[src/hdl/picp_pkg.sv]
`default_nettype none

package picp_pkg;

    localparam int MAX_VERTICES_DEF = 1024;
    localparam int COORD_BITS_DEF   = 32;
    localparam int COORD_W          = 32;
    localparam int CMD_W            = 2;
    localparam int STAT_W           = 2;

    localparam logic [CMD_W-1:0] CMD_APPEND = 2'd0;
    localparam logic [CMD_W-1:0] CMD_QUERY  = 2'd1;
    localparam logic [CMD_W-1:0] CMD_CLEAR  = 2'd2;

    localparam logic [STAT_W-1:0] STAT_OK  = 2'd0;
    localparam logic [STAT_W-1:0] STAT_OVF = 2'd1;
    localparam logic [STAT_W-1:0] STAT_TWO = 2'd2;

    typedef enum logic [1:0] {
        SGN_NEG,
        SGN_ZERO,
        SGN_POS
    } sgn_t;

    typedef enum logic [1:0] {
        XP_IDLE,
        XP_MULP,
        XP_MULQ,
        XP_CMP
    } xph_t;

    typedef enum logic [2:0] {
        ST_IDLE,
        ST_PLAN,
        ST_RD_I,
        ST_RD_J,
        ST_START,
        ST_WAIT,
        ST_REPORT
    } state_t;

    typedef enum logic [2:0] {
        OP_SEARCH,
        OP_END,
        OP_LEFT,
        OP_MID,
        OP_RIGHT
    } op_t;

    typedef struct packed {
        logic done;
        sgn_t sign;
    } xres_t;

endpackage

`default_nettype wire

[src/hdl/picp_cross.sv]
`default_nettype none

module picp_cross #(
    parameter int COORD_BITS = picp_pkg::COORD_BITS_DEF
) (
    input  wire logic                         clk,
    input  wire logic                         rst_n,
    input  wire logic                         start,
    input  wire logic signed [COORD_BITS-1:0] ix,
    input  wire logic signed [COORD_BITS-1:0] iy,
    input  wire logic signed [COORD_BITS-1:0] jx,
    input  wire logic signed [COORD_BITS-1:0] jy,
    input  wire logic signed [COORD_BITS-1:0] kx,
    input  wire logic signed [COORD_BITS-1:0] ky,
    output picp_pkg::xres_t                   res
);

    localparam int DW = COORD_BITS + 1;
    localparam int PW = 2 * DW;

    picp_pkg::xph_t phase_reg, phase_next;

    logic signed [DW-1:0] ujx_reg, ujy_reg, ukx_reg, uky_reg;
    logic signed [PW-1:0] p_reg, q_reg;
    logic signed [DW-1:0] mul_a, mul_b;
    logic signed [PW-1:0] prod;

    always_comb
    begin
        phase_next = phase_reg;
        unique case (phase_reg)
            picp_pkg::XP_IDLE: if (start) phase_next = picp_pkg::XP_MULP;
            picp_pkg::XP_MULP: phase_next = picp_pkg::XP_MULQ;
            picp_pkg::XP_MULQ: phase_next = picp_pkg::XP_CMP;
            picp_pkg::XP_CMP:  phase_next = picp_pkg::XP_IDLE;
            default:           phase_next = picp_pkg::XP_IDLE;
        endcase
    end

    // One multiplier, used for both products of the cross term
    always_comb
    begin
        mul_a = ujx_reg;
        mul_b = uky_reg;
        res.done = 1'b0;
        res.sign = picp_pkg::SGN_ZERO;
        unique case (phase_reg)
            picp_pkg::XP_MULQ:
            begin
                mul_a = ujy_reg;
                mul_b = ukx_reg;
            end
            picp_pkg::XP_CMP:
            begin
                res.done = 1'b1;
                if (p_reg > q_reg)
                    res.sign = picp_pkg::SGN_POS;
                else if (p_reg == q_reg)
                    res.sign = picp_pkg::SGN_ZERO;
                else
                    res.sign = picp_pkg::SGN_NEG;
            end
            default:
            begin
                mul_a = ujx_reg;
                mul_b = uky_reg;
            end
        endcase
    end

    assign prod = mul_a * mul_b;

    always_ff @(posedge clk or negedge rst_n)
    begin
        if (!rst_n)
            phase_reg <= picp_pkg::XP_IDLE;
        else
            phase_reg <= phase_next;
    end

    always_ff @(posedge clk)
    begin
        if (phase_reg == picp_pkg::XP_IDLE && start)
        begin
            ujx_reg <= {jx[COORD_BITS-1], jx} - {ix[COORD_BITS-1], ix};
            ujy_reg <= {jy[COORD_BITS-1], jy} - {iy[COORD_BITS-1], iy};
            ukx_reg <= {kx[COORD_BITS-1], kx} - {ix[COORD_BITS-1], ix};
            uky_reg <= {ky[COORD_BITS-1], ky} - {iy[COORD_BITS-1], iy};
        end
        if (phase_reg == picp_pkg::XP_MULP)
            p_reg <= prod;
        if (phase_reg == picp_pkg::XP_MULQ)
            q_reg <= prod;
    end

endmodule

`default_nettype wire

[config.mk]
export PLATFORM = sky130hd
export DESIGN_NAME = picp_cross
export DESIGN_NICKNAME = d
export VERILOG_FILES = /design/src/hdl/picp_pkg.sv /design/src/hdl/picp_cross.sv
export SDC_FILE = /design/constraint.sdc
export NUM_CORES = 2
export LEC_CHECK = 0
export ABC_AREA = 0
export BUFFER_PORTS_ARGS = -buffer_cell sky130_fd_sc_hd__buf_2
export CAP_MARGIN = 20
export CORE_MARGIN = 3
export CORE_UTILIZATION = 55
export DETAILED_ROUTE_END_ITERATION = 8
export MAX_ROUTING_LAYER = met4
export PLACE_DENSITY = 0.8
export RECOVER_POWER = 100
export SLEW_MARGIN = 20
export SYNTH_ARGS = -nofsm -noshare
export SYNTH_HDL_FRONTEND = slang
export SYNTH_SLANG_ARGS = --single-unit
[constraint.sdc]
create_clock -name clk -period 10.5 [get_ports clk]
set_clock_uncertainty 0.15 [all_clocks]
set_input_delay 2.1 -clock clk [delete_from_list [all_inputs] [get_ports clk]]
set_output_delay 2.1 -clock clk [all_outputs]
set_load 0.01 [all_outputs]
==> flow_summary.toml <==
[setup_path]
crit_path_top_delay_cell = "mux2_1"
r2r-start = "phase_reg[0]"
cp.arrival_ns = 10.39
critPathTopFamily = "adder cells"
path_depth = 30
cp-startpoint = "phase_reg[0]"
crit_buf_inv = 7
slowest_delay_ns = 1.03
rr_worst_depth = 30
critPathKind = "flop to flop"
cp_common_cell = "fa_1"
start_kind = "flop"
critPathCaptureType = "flop"
cp_max_fo = 29
cp.required_ns = 10.72

[yosys]
yosysSeqAreaShare_pct = 14.72
synth_edf_count = 264
ys_warn_count = 0
ys_seq_elements = 266
syn_nets = 7367
yosysUniqueCellTypes = 76
synth_area_per_cell_um2 = 9.664
netlist_area_um2 = 54190
netlist_instances = 5607
synthArstFlopShare_pct = 0.7519
synthFlopType = "edfxtp_1"

[global_routing]
grtUsageMet3_pct = 8.796
grt_max_degree = 83
top_usage_layer = "met2"
first_global_vias = 43930
grt-ovfl-total = 0
grtUsageMet1_pct = 42.49
antenna_found_initial = 5
grt_usage_pct = 33.83
grt_pass1_wl_um = 253700
use_met2_pct = 50.73

[worst_hold_path]
min_path_type = "flop to flop"
hold_depth = 1
worstHoldStart = "phase_reg[1]"

[timing]
post-route-min-period_ns = 10.17
relSlewSlack_pct = -166.1
finalHoldViolCount = 0
worst_slew_pin_slew_ns = 3.991
fin_tns_setup_ns = 0
finalSetupViolations = 0
finalCritPeriodShare_pct = 96.84
max_freq_mhz = 98.35
final_max_slew_viol_count = 254
rsz0062_at_grt = "false"

[placement]
portBuffers = 197
dpl.hpwl_um = 137100
routabilityCongestion = 1.087

[clock_network]
post_cts_buffers = 0
cts_sinks = 266
ctsHoldBuffers = 0
cts_tree = "done"
clk_latency_ns = 0.63
ctsResizeCount = 0
cts_buffers = 29
htree_levels = 1
clkTransAtPathRegs_ns = 0.06
cts_root_buffer = "clkbuf_16"
clock_path_buffers = 3

[finish]
seq_area_um2 = 7978
multiInputGateArea_um2 = 40930
mostFrequentLayoutCell = "inv_1"
synthToLayoutAreaGrowth_pct = 7.063
drive_above_1_share_pct = 7.850
final_cell_mix = "inv_1, fa_1, nor2_1"
fillers = 8048
nets = 7535

[routing]
avgViaCountPerCell = 5.802
first_pass_iters = 8
wl_per_cell_um = 23.24
drtAntennaViolNets = 0
drt_iter0_markers = 4444
drc_errors = 0
vias = 41090
wl_um = 164600

[die]
start_util_pct = 55.79
chipWidth_um = 319.9
core-area_um2 = 97140
die_h_um = 319.9
rows = 114
io_pins = 198
fp.dieArea_um2 = 102300

[status]
status = "complete, but fails checks"
violations = "capacitance limit, slew limit"

[run]
cap_violations = 4
[stage by stage]
step / util [%] / instance area, µm² / worst slack [ns] / hold slack, ns / std cells
2_1_floorplan: - / 54200 / 0.3180 / 0.4285 / 5607
3_3_place_gp: 58.82 / 57130 / 0.7212 / 0.4415 / 7020
3_5_place_dp: 58.82 / 57130 / 0.5392 / 0.4626 / 7020
4_1_cts: 59.78 / 58070 / 0.5084 / 0.4768 / 7072
5_1_grt: 59.71 / 58000 / 0.07394 / 0.4910 / 7077
6_report: 59.73 / 58020 / 0.3323 / 0.4765 / 7083
[synthesized netlist by cell type, types with 64 or more instances]
library cell | instances | area (µm²)
mux2i_1 | 64 | 640.6
ha_1 | 416 | 5205
a21oi_1 | 155 | 775.7
xnor2_1 | 133 | 1165
nor2_1 | 678 | 2545
o21ai_0 | 89 | 445.4
fa_1 | 1149 | 23000
edfxtp_1 | 264 | 7928
nand2_1 | 604 | 2267
clkbuf_1 | 144 | 540.5
inv_1 | 1246 | 4677
mux2_2 | 65 | 732.0
a21o_1 | 109 | 818.3
[final timing paths]
kind	endpoint	slack [ns]
worst max register to register	p_reg[62]	0.33
max in group asynchronous	phase_reg[1]	8.50
worst min register to register	phase_reg[1]	0.48
worst max-delay path	p_reg[62]	0.33
worst min-delay path	phase_reg[1]	0.48
min in group asynchronous	phase_reg[0]	1.31
[final cells by class]
class                           count  area share [%]
Antenna cell                       11         0.04745
Clock buffer                       33           1.277
Inverter                         1246           8.062
Tap cell                         1276           2.752
Timing Repair Buffer              318           3.220
Multi-Input combinational cell   3914           70.55
Clock inverter                     19          0.3408
Sequential cell                   266           13.75
[layer usage]
metal | share of wire, % | wire [µm]
met1 | 37 | 61110
met2 | 44 | 72260
met3 | 12 | 20170
met4 | 6.7 | 11080
met5 | 0 | 0
[kinds of logic (layout without fill, tap and decap cells)]
family	Yosys count	in the layout	share of synthesized area (%)
xor+xnor	182	182	2.942
compound gates	530	530	6.451
mux	129	129	2.533
fa+ha+maj	1565	1565	52.05
flops	266	266	14.72
buf+inv	1427	1616	9.908
other cells	0	11	0
simple gates	1508	1508	11.39
Power is not shown: default switching activity piles up to over one toggle a cycle in this logic, so the estimate is an artifact.
